**src/rtl/ilrc_pkg.sv**
```systemverilog
`timescale 1ns / 1ps
`default_nettype none

package ilrc_pkg;

    localparam int unsigned CharWidth = 8;
    localparam int unsigned MagWidth  = 128;
    localparam int unsigned FitWidth  = 10;
    localparam int unsigned OutWidth  = 16;
    localparam int unsigned NumTypes  = 5;

    localparam logic [CharWidth-1:0] ChPlus     = 8'h2B;
    localparam logic [CharWidth-1:0] ChMinus    = 8'h2D;
    localparam logic [CharWidth-1:0] ChZero     = 8'h30;
    localparam logic [CharWidth-1:0] ChNine     = 8'h39;
    localparam logic [CharWidth-1:0] ChUpperA   = 8'h41;
    localparam logic [CharWidth-1:0] ChUpperF   = 8'h46;
    localparam logic [CharWidth-1:0] ChUpperX   = 8'h58;
    localparam logic [CharWidth-1:0] ChLowerA   = 8'h61;
    localparam logic [CharWidth-1:0] ChLowerF   = 8'h66;
    localparam logic [CharWidth-1:0] ChLowerX   = 8'h78;

    // Parse phase, one-hot
    typedef enum logic [6:0] {
        PH_START  = 7'b0000001,
        PH_SIGN   = 7'b0000010,
        PH_ZERO   = 7'b0000100,
        PH_DEC    = 7'b0001000,
        PH_HEXPFX = 7'b0010000,
        PH_HEX    = 7'b0100000,
        PH_BAD    = 7'b1000000
    } phase_t;

endpackage

`default_nettype wire

```
**src/rtl/integer_literal_range_classifier.sv**
```systemverilog
`timescale 1ns / 1ps
`default_nettype none

// Channel   | Dir | Handshake                     | Payload
// s_axis    | in  | s_axis_tvalid / s_axis_tready | tdata[7:0] char_code, tlast last_char
// m_axis    | out | m_axis_tvalid / m_axis_tready | tdata[0] is_integer, [10:1] fit_mask,
//           |     |                               | [11] is_negative, [15:12] zero
//
// One character per cycle sustained. A character goes into an input register, then
// the parse state and the 128-bit shift-add by 10 or 16 update from it; on the
// last character the final magnitude lands in the result register and the range
// checks drive m_axis_tdata from it. A waiting result stalls only a following last
// character; other characters keep flowing. rst_n clears the parse state and both
// valid flags asynchronously.

module integer_literal_range_classifier (
    input  wire logic        clk,
    input  wire logic        rst_n,
    input  wire logic        s_axis_tvalid,
    output logic             s_axis_tready,
    input  wire logic [7:0]  s_axis_tdata,   // [7:0] char_code
    input  wire logic        s_axis_tlast,   // last_char
    output logic             m_axis_tvalid,
    input  wire logic        m_axis_tready,
    output logic [15:0]      m_axis_tdata    // [0] is_integer, [10:1] fit_mask,
                                             // [11] is_negative, [15:12] zero
);

    localparam int unsigned MW = ilrc_pkg::MagWidth;

    // Input register
    logic                              in_valid_reg;
    logic [ilrc_pkg::CharWidth-1:0]    in_char_reg;
    logic                              in_last_reg;

    // Parse state
    ilrc_pkg::phase_t                  phase_reg, phase_next;
    logic                              neg_reg, neg_next;
    logic                              hex_reg, hex_next;
    logic [MW-1:0]                     mag_reg, mag_next;
    logic                              ovf_reg, ovf_next;

    // Result register
    logic                              out_valid_reg;
    logic                              out_ok_reg;
    logic                              out_neg_reg;
    logic                              out_ovf_reg;
    logic [MW-1:0]                     out_mag_reg;

    logic                              proc;
    logic                              is_dec;
    logic                              is_hex;
    logic [3:0]                        dec_val;
    logic [3:0]                        hex_val;
    logic                              acc_en;
    logic                              acc_hex;
    logic [3:0]                        acc_digit;
    logic [MW+3:0]                     wide;
    logic [MW+3:0]                     prod;
    logic [MW+3:0]                     sum;
    logic                              ok_now;
    logic [ilrc_pkg::FitWidth-1:0]     fit;

    // Consume the held character unless it is a last one with the result slot busy
    assign proc          = in_valid_reg && (!in_last_reg || !out_valid_reg || m_axis_tready);
    assign s_axis_tready = !in_valid_reg || proc;
    assign m_axis_tvalid = out_valid_reg;

    always_comb
    begin
        is_dec  = (in_char_reg >= ilrc_pkg::ChZero) && (in_char_reg <= ilrc_pkg::ChNine);
        dec_val = 4'(in_char_reg - ilrc_pkg::ChZero);
        is_hex  = 1'b1;
        hex_val = dec_val;
        if (is_dec)
        begin
            hex_val = dec_val;
        end
        else if ((in_char_reg >= ilrc_pkg::ChLowerA) && (in_char_reg <= ilrc_pkg::ChLowerF))
        begin
            hex_val = 4'(in_char_reg - ilrc_pkg::ChLowerA + 8'd10);
        end
        else if ((in_char_reg >= ilrc_pkg::ChUpperA) && (in_char_reg <= ilrc_pkg::ChUpperF))
        begin
            hex_val = 4'(in_char_reg - ilrc_pkg::ChUpperA + 8'd10);
        end
        else
        begin
            is_hex = 1'b0;
        end
    end

    always_comb
    begin
        phase_next = ilrc_pkg::PH_BAD;
        neg_next   = neg_reg;
        hex_next   = hex_reg;
        acc_en     = 1'b0;
        acc_hex    = 1'b0;
        acc_digit  = dec_val;
        unique case (phase_reg) inside
            ilrc_pkg::PH_START:
            begin
                if (in_char_reg == ilrc_pkg::ChPlus)
                begin
                    phase_next = ilrc_pkg::PH_SIGN;
                end
                else if (in_char_reg == ilrc_pkg::ChMinus)
                begin
                    neg_next   = 1'b1;
                    phase_next = ilrc_pkg::PH_SIGN;
                end
                else if (in_char_reg == ilrc_pkg::ChZero)
                begin
                    phase_next = ilrc_pkg::PH_ZERO;
                end
                else if (is_dec)
                begin
                    acc_en     = 1'b1;
                    phase_next = ilrc_pkg::PH_DEC;
                end
            end
            ilrc_pkg::PH_SIGN:
            begin
                if (in_char_reg == ilrc_pkg::ChZero)
                begin
                    phase_next = ilrc_pkg::PH_ZERO;
                end
                else if (is_dec)
                begin
                    acc_en     = 1'b1;
                    phase_next = ilrc_pkg::PH_DEC;
                end
            end
            ilrc_pkg::PH_ZERO:
            begin
                if ((in_char_reg == ilrc_pkg::ChLowerX) || (in_char_reg == ilrc_pkg::ChUpperX))
                begin
                    hex_next   = 1'b1;
                    phase_next = ilrc_pkg::PH_HEXPFX;
                end
                else if (is_dec)
                begin
                    acc_en     = 1'b1;
                    phase_next = ilrc_pkg::PH_DEC;
                end
            end
            ilrc_pkg::PH_DEC:
            begin
                if (is_dec)
                begin
                    acc_en     = 1'b1;
                    phase_next = ilrc_pkg::PH_DEC;
                end
            end
            ilrc_pkg::PH_HEXPFX, ilrc_pkg::PH_HEX:
            begin
                if (is_hex)
                begin
                    acc_en     = 1'b1;
                    acc_hex    = 1'b1;
                    acc_digit  = hex_val;
                    phase_next = ilrc_pkg::PH_HEX;
                end
            end
            default:
            begin
                phase_next = ilrc_pkg::PH_BAD;
            end
        endcase

        // Shift-add with four guard bits; anything in them means overflow
        wide = {4'b0, mag_reg};
        prod = acc_hex ? (wide << 4) : ((wide << 3) + (wide << 1));
        sum  = prod + {{MW{1'b0}}, acc_digit};
        if (acc_en && !ovf_reg)
        begin
            mag_next = sum[MW-1:0];
            ovf_next = (sum[MW+3:MW] != 4'b0);
        end
        else
        begin
            mag_next = mag_reg;
            ovf_next = ovf_reg;
        end

        ok_now = (phase_next == ilrc_pkg::PH_ZERO) || (phase_next == ilrc_pkg::PH_DEC)
              || (phase_next == ilrc_pkg::PH_HEX);
    end

    always_ff @(posedge clk or negedge rst_n)
    begin
        if (!rst_n)
        begin
            in_valid_reg  <= 1'b0;
            out_valid_reg <= 1'b0;
            phase_reg     <= ilrc_pkg::PH_START;
            neg_reg       <= 1'b0;
            hex_reg       <= 1'b0;
            mag_reg       <= '0;
            ovf_reg       <= 1'b0;
        end
        else
        begin
            if (s_axis_tready)
            begin
                in_valid_reg <= s_axis_tvalid;
            end
            if (proc && in_last_reg)
            begin
                out_valid_reg <= 1'b1;
            end
            else if (m_axis_tready)
            begin
                out_valid_reg <= 1'b0;
            end
            if (proc)
            begin
                if (in_last_reg)
                begin
                    phase_reg     <= ilrc_pkg::PH_START;
                    neg_reg       <= 1'b0;
                    hex_reg       <= 1'b0;
                    mag_reg       <= '0;
                    ovf_reg       <= 1'b0;
                end
                else
                begin
                    phase_reg <= phase_next;
                    neg_reg   <= neg_next;
                    hex_reg   <= hex_next;
                    mag_reg   <= mag_next;
                    ovf_reg   <= ovf_next;
                end
            end
        end
    end

    always_ff @(posedge clk)
    begin
        if (s_axis_tready && s_axis_tvalid)
        begin
            in_char_reg <= s_axis_tdata;
            in_last_reg <= s_axis_tlast;
        end
        if (proc && in_last_reg)
        begin
            out_ok_reg  <= ok_now;
            out_neg_reg <= neg_next;
            out_ovf_reg <= ovf_next;
            out_mag_reg <= mag_next;
        end
    end

    // Range checks on the held magnitude
    always_comb
    begin
        fit = '0;
        for (int k = 0; k < ilrc_pkg::NumTypes - 1; k++)
        begin
            if (out_neg_reg)
            begin
                fit[k]   = ((out_mag_reg >> ((8 << k) - 1)) == '0)
                        || (out_mag_reg == (MW'(1) << ((8 << k) - 1)));
                fit[k+5] = (out_mag_reg == '0);
            end
            else
            begin
                fit[k]   = ((out_mag_reg >> ((8 << k) - 1)) == '0);
                fit[k+5] = ((out_mag_reg >> (8 << k)) == '0);
            end
        end
        if (out_neg_reg)
        begin
            fit[4] = !out_mag_reg[MW-1] || (out_mag_reg == (MW'(1) << (MW - 1)));
            fit[9] = 1'b0;
        end
        else
        begin
            fit[4] = !out_mag_reg[MW-1];
            fit[9] = 1'b1;
        end
        if (!out_ok_reg || out_ovf_reg)
        begin
            fit = '0;
        end
        m_axis_tdata = {4'b0, out_neg_reg, fit, out_ok_reg};
    end

endmodule

`default_nettype wire

```
**config.mk**
```make
export PLATFORM = sky130hd
export DESIGN_NAME = integer_literal_range_classifier
export DESIGN_NICKNAME = d
export VERILOG_FILES = /design/src/rtl/ilrc_pkg.sv /design/src/rtl/integer_literal_range_classifier.sv
export SDC_FILE = /design/constraint.sdc
export NUM_CORES = 1
export LEC_CHECK = 0
export BUFFER_PORTS_ARGS = -buffer_cell sky130_fd_sc_hd__buf_2
export CORE_MARGIN = 5
export CORE_UTILIZATION = 59
export CTS_BUF_LIST = sky130_fd_sc_hd__clkbuf_8 sky130_fd_sc_hd__clkbuf_16
export DETAILED_ROUTE_END_ITERATION = 10
export PLACE_DENSITY = 0.79
export SETUP_SLACK_MARGIN = 0.5
export SKIP_LAST_GASP = 1
export SYNTH_ARGS = -nofsm -noshare
export SYNTH_HDL_FRONTEND = slang
export SYNTH_SLANG_ARGS = --single-unit
export TNS_END_PERCENT = 50
```
**constraint.sdc**
```tcl
create_clock -name clk -period 7 [get_ports clk]
set_input_delay 0 -clock clk [delete_from_list [all_inputs] [get_ports clk]]
set_output_delay 0 -clock clk [all_outputs]
set_load 0.1 [all_outputs]
```
==> impl_metrics.ini, run 1 <==
[place]
gp_congestion = 1.11
dpl.hpwl_um = 89300
portBuffers = 26
place_worst_setup_slack_ns = 0.148
placed_area_um2 = 28400

[floorplan]
core_um2 = 46500
dieArea_um2 = 51300
start_util_pct = 59.5
die_height_um = 226
num_io_pins = 31
rows = 79
die_w_um = 226

[clock_network]
clock-sinks = 279
cts_buffer_depth = 3
clk_pin_slew_worst_paths_ns = 0.07
cts-root-buf = clkbuf_16
cts_htree_levels = 1
cts_tree = built
cts_buffers = 28
insertion_delay_ns = 0.61

[finish]
antenna_cells = 0
area_delta_synth_final_pct = 7.11
final_common_cell = nand2_1
drive_gt1_share_pct = 7.40
layout_common_cells = nand2_1 (527), o21ai_0 (321), a21oi_1 (292)
fillCellCount = 3909
nNetsFinal = 3666
fin_area_um2 = 29600

[synth]
synth-edff-count = 140
synth_area_leaders = edfxtp_1 (15%), dfrtp_1 (12%), nand2_1 (7.2%), ha_1 (6.0%), o21ai_0 (5.9%)
synth_cell_types = 110
ys_ff_latch = 279
synth_area_um2 = 27600
yosysSeqAreaShare_pct = 27.8
ys.flop_type = edfxtp_1
syn_inst = 3563
async_flop_share_pct = 49.8
ys_warn_count = 0
yosys.area.top_type = edfxtp_1
synthDominantCellAreaShare_pct = 15.2
synth.avg_cell_area_um2 = 7.76

[global_routing]
grt_pass1_vias = 29200
track_usage_pct = 43.5
grt_pass1_wl_um = 174000
grt_max_degree = 132
antenna_found_initial = 4
grt-ovfl-total = 0

[power]
vdd_drop_max_uv = 217
total_power_uw = 3600
p_per_area_nw_per_um2 = 122
p_leak_uw = 0.0113

[detailed_routing]
drc = 0
wl_um = 116000
ant_nets = 0
num_vias = 30800
wl_per_cell_um = 28.0
dr.pass1.iters = 7
drt_iter0_drc = 4901
vias_per_cell = 7.43

[status]
status = finished, final reports clean

[worst_setup_path]
critPathRequiredTime_ns = 7.46
cp-startpoint = mag_reg[16]
cp_max_fo = 8
path_class = flop to flop
end_kind = flop
worstSetupStartpointType = flop
r2r-start = mag_reg[16]
worstPathArrival_ns = 6.79

[sta]
finalCritPeriodShare_pct = 90.4
drv_slew = 0
worstMarginPinSlew_ns = 1.32
rsz0062_at_grt = no
min_period_ns = 6.33
fmax_ghz = 0.158
fin_tns_setup_ns = 0
report.final.hold_viol_count = 0
finalWorstSetupSlack_ns = 0.670
fin_skew_ns = 0.0411
setup_viol = 0
maxSlewHeadroom_pct = 10.6
whs_ns = 0.103

[flow_run]
maxCapViolations = 0

[min_path]
hp-start = s_axis_tdata[7]
hp-class = input pin to flop
==> final timing paths <==
path                                       end  slack, ns  cells after the start
min in group asynchronous          mag_reg[35]       0.49                      4
worst max-delay path               mag_reg[89]       0.67                     17
worst min-delay path            in_char_reg[7]       0.10                      2
worst min register to register         neg_reg       0.54                      1
max in group asynchronous         mag_reg[101]       5.64                      4
worst max register to register     mag_reg[89]       0.67                     17
==> stage by stage <==
| step | util (%) | instances |
|---|---|---|
| after floorplan | - | 3566 |
| after global placement | 61.1 | 4078 |
| after detailed placement | 61.1 | 4078 |
| after CTS | 63.6 | 4145 |
| after global routing | 63.7 | 4147 |
| final | 63.7 | 4147 |
==> cell families after synthesis <==
| logic type | share of synthesized area, % |
|---|---|
| AND/OR/NAND/NOR | 26.4 |
| flip-flops | 27.8 |
| XOR/XNOR | 6.43 |
| buffers and inverters | 3.92 |
| multiplexers | 2.06 |
| other | 0.0136 |
| adder cells (fa/ha/maj) | 6.17 |
| AO/OA/AOI/OAI | 27.2 |
==> where the power goes <==
part	internal [uW]	leakage (uW)	switching (uW)	total (uW)
Sequential	1770	0.00329	26.8	1790
Clock	919	0.000510	693	1610
Combinational	39.4	0.00752	153	192
Total	2720	0.0113	873	3600
==> metal layers <==
metal,track usage [%],wire length [um],share of wire [%],vias to the layer above
met4,20.0,6840,5.9,8
met5,0,69,0.059,-
met3,11.8,15000,13,507
met1,57.8,44600,38,14500
li1,-,-,-,13400
met2,66.4,49600,43,2410
==> critical path: stages (launching register included) <==
cell	delay, ns
dfrtp_1	0.48
ha_1	0.47
nand2_1	0.15
o21ai_0	0.49
a21oi_1	0.12
a21oi_1	0.77
or2_1	0.41
nand2_1	0.11
mux2_2	0.32
o32ai_1	0.59
nand4_1	0.25
or3_4	0.50
or3_4	0.47
buf_4	0.21
nor4_1	0.28
xnor2_1	0.17
o21ai_1	0.10
a22o_1	0.26
==> synth_stat cells, drive strengths merged (9+ instances only) <==
master and count:
o211a 13, mux2 14, xnor2 107, nand2b 37, and3 25, ha 133, nor3 100, and4 21
nor2 280, xor2 96, a221oi 12, nand3 118, and2 34, buf 68, a211oi 34, or3 33
or2 16, a2111oi 9, inv 39, o21ai 360, a31oi 38, mux2i 40, nand3b 13, o211ai 27
a22o 99, or4 11, nand4 129, o31ai 23, a21oi 297, nor3b 18, a22oi 9, o21bai 24
o2111ai 14, nand2 529, o21a 29, clkbuf 142, a21o 65, a311oi 9, dfrtp 138, nor4 81
edfxtp 140
==> area by class of cell <==
| cell class | instances | area (um2) | share of cell area [%] |
|---|---|---|---|
| timing repair buffer | 132 | 1020 | 3.44 |
| tap | 607 | 759 | 2.57 |
| clock inverter | 20 | 208 | 0.702 |
| multi-input combinational | 3038 | 19000 | 64.3 |
| inverter | 39 | 151 | 0.512 |
| clock buffer | 32 | 756 | 2.55 |
| sequential | 279 | 7680 | 26.0 |
==> timing repair <==
action,in CTS,in global routing
buffers inserted,0,2
endpoints found under the hold margin,158,0
setup endpoints to repair,20,84
hold buffers,15,0
pin swaps,0,2
gates resized for setup,3,12
(Power assumes the default switching activity.)
==> run 2: changes to the inputs <==
--- a/config.mk
+++ b/config.mk
@@ -7,12 +7,11 @@
 export LEC_CHECK = 0
 export BUFFER_PORTS_ARGS = -buffer_cell sky130_fd_sc_hd__buf_2
 export CORE_MARGIN = 5
-export CORE_UTILIZATION = 59
+export CORE_UTILIZATION = 35
 export CTS_BUF_LIST = sky130_fd_sc_hd__clkbuf_8 sky130_fd_sc_hd__clkbuf_16
 export DETAILED_ROUTE_END_ITERATION = 10
-export PLACE_DENSITY = 0.79
+export PLACE_DENSITY = 0.52
 export SETUP_SLACK_MARGIN = 0.5
-export SKIP_LAST_GASP = 1
 export SYNTH_ARGS = -nofsm -noshare
 export SYNTH_HDL_FRONTEND = slang
 export SYNTH_SLANG_ARGS = --single-unit
==> impl_metrics.ini, run 2 (synthesis gave the netlist of run 1 again) <==
[worst_setup_path]
max_stage_delay_ns = 0.57
path_class = flop to flop
r2r_slack_ns = 0.67
end_kind = flop
crit_cells = 16
r2r-start = mag_reg[6]
path_buf_inv = 0
cp-startpoint = mag_reg[6]
worstSetupStartpointType = flop
worstPathArrival_ns = 6.70
crit_family = compound AO/OA/AOI/OAI gates
r2r.worst_path.cells = 16
r2r_end = out_ovf_reg
path_cells = ha_1 -> a21oi_1 -> o21ai_0 -> a221oi_2 -> a21oi_1 -> nor2_1 -> a211o_1 -> nand3_1 -> a32o_1 -> or4_4 -> or4_4 -> or3_1 -> nor3_4 -> xor2_1 -> a21oi_1 -> o41a_1
crit_end = out_ovf_reg
cp_max_fo = 8
cpMostUsedCell = a21oi_1
critPathRequiredTime_ns = 7.37
crit_slowest_cell = a221oi_2

[clock_network]
cts_tree = built
clk_pin_slew_worst_paths_ns = 0.06
cts_buffers = 31
cts-root-buf = clkbuf_16
cts_buffer_depth = 3
insertion_delay_ns = 0.63
clock-sinks = 279
cts_htree_levels = 1

[min_path]
hp-class = input pin to flop

[detailed_routing]
vias_per_cell = 6.18
wl_um = 109000
ant_nets = 0
drt_iter0_drc = 2840
num_vias = 28400
dr.pass1.iters = 8
drc = 0
wl_per_cell_um = 23.8

[finish]
final_common_cell = nand2_1
area_delta_synth_final_pct = 9.40
fillCellCount = 8261
layout_common_cells = nand2_1 (527), o21ai_0 (322), a21oi_1 (292)
nNetsFinal = 3661
drive_gt1_share_pct = 7.35

[floorplan]
die_height_um = 291
core_um2 = 78600
die_w_um = 291
rows = 103
start_util_pct = 35.1
num_io_pins = 31
dieArea_um2 = 84700

[place]
dpl.hpwl_um = 86900
gp_congestion = 1.02
portBuffers = 26

[power]
p_per_area_nw_per_um2 = 124
p_leak_uw = 0.0113
total_power_uw = 3740
vdd_drop_max_uv = 194

[global_routing]
antenna_found_initial = 2
grt_pass1_vias = 26400
track_usage_pct = 24.4
grt-ovfl-total = 0
grt_max_degree = 140
grt_pass1_wl_um = 165000

[sta]
fin_skew_ns = 0.0306
finalCritPeriodShare_pct = 90.4
fin_tns_setup_ns = 0
min_period_ns = 6.33
drv_slew = 0
fmax_ghz = 0.158
setup_viol = 0
maxSlewHeadroom_pct = 14.9
rsz0062_at_grt = no
worstMarginPinSlew_ns = 1.26
report.final.hold_viol_count = 0

[status]
status = finished, final reports clean

[flow_run]
maxCapViolations = 0
run 2: cell types whose count changed in the layout (fill, tap and decap cells not counted), sizes merged:
cell      delta
buf          -8
clkinv       +7
inv          -6
clkinvlp     +3
bufinv       +2
diode        +1
run 2: layout make-up:
type / instances / area [um2] / area share, %
Clock buffer: 32 / 790 / 2.61
Timing Repair Buffer: 124 / 970 / 3.21
Clock inverter: 26 / 304 / 1.01
Sequential cell: 279 / 7680 / 25.4
Antenna cell: 1 / 2.50 / 0.00828
Tap cell: 1050 / 1310 / 4.35
Inverter: 39 / 151 / 0.501
Multi-Input combinational cell: 3038 / 19000 / 62.9
run 2: how the worst min path moves through the flow:
stage	startpoint	to	slack, ns	depth (start not counted)
CTS	s_axis_tlast	in_last_reg	0.05	2
global placement	rst_n	mag_reg[114]	-0.11	1
finish	s_axis_tlast	in_last_reg	0.09	2
detailed placement	rst_n	mag_reg[126]	-0.11	1
floorplan	rst_n	in_valid_reg	-0.30	0
global route	s_axis_tlast	in_last_reg	0.08	2
run 2: report_power, final:
group	total [uW]	internal, uW	leakage, uW	switching, uW
sequential	1790	1770	0.00329	23.8
combinational	184	39.4	0.00745	145
clock	1770	1040	0.000539	726
run 2: through the flow:
step,setup slack (ns),utilization [%],hold WS [ns],area (um2),instances
6_report,0.669,38.5,0.0864,30200,4589
5_1_grt,0.505,38.4,0.0820,30200,4588
4_1_cts,0.551,38.4,0.0453,30200,4586
3_5_place_dp,0.574,36.8,-0.107,28900,4513
3_3_place_gp,0.626,36.8,-0.108,28900,4513
2_1_floorplan,0.512,-,-0.296,27700,3566
run 2: routing by layer:
layer | track usage, % | vias to the layer above | part of all wire [%]
met3 | 2.83 | 188 | 7.4
met2 | 38.0 | 1158 | 43
li1 | - | 13300 | -
met4 | 7.17 | 0 | 3.5
met1 | 35.6 | 13700 | 46
met5 | 0 | - | 0
run 2: worst register-to-register path, cell delays in order, from the launching register on:
cell and delay (ns):
dfrtp_1 0.47, ha_1 0.40, a21oi_1 0.32, o21ai_0 0.18, a221oi_2 0.57, a21oi_1 0.39
nor2_1 0.43, a211o_1 0.33, nand3_1 0.16, a32o_1 0.32, or4_4 0.58, or4_4 0.55
or3_1 0.48, nor3_4 0.26, xor2_1 0.16, a21oi_1 0.10, o41a_1 0.40
run 2: what timing repair did:
item	in CTS	in global routing
hold buffers	15	0
gates resized for setup	0	11
hold endpoints to repair	158	0
setup endpoints to repair	0	57
buffers inserted	0	2
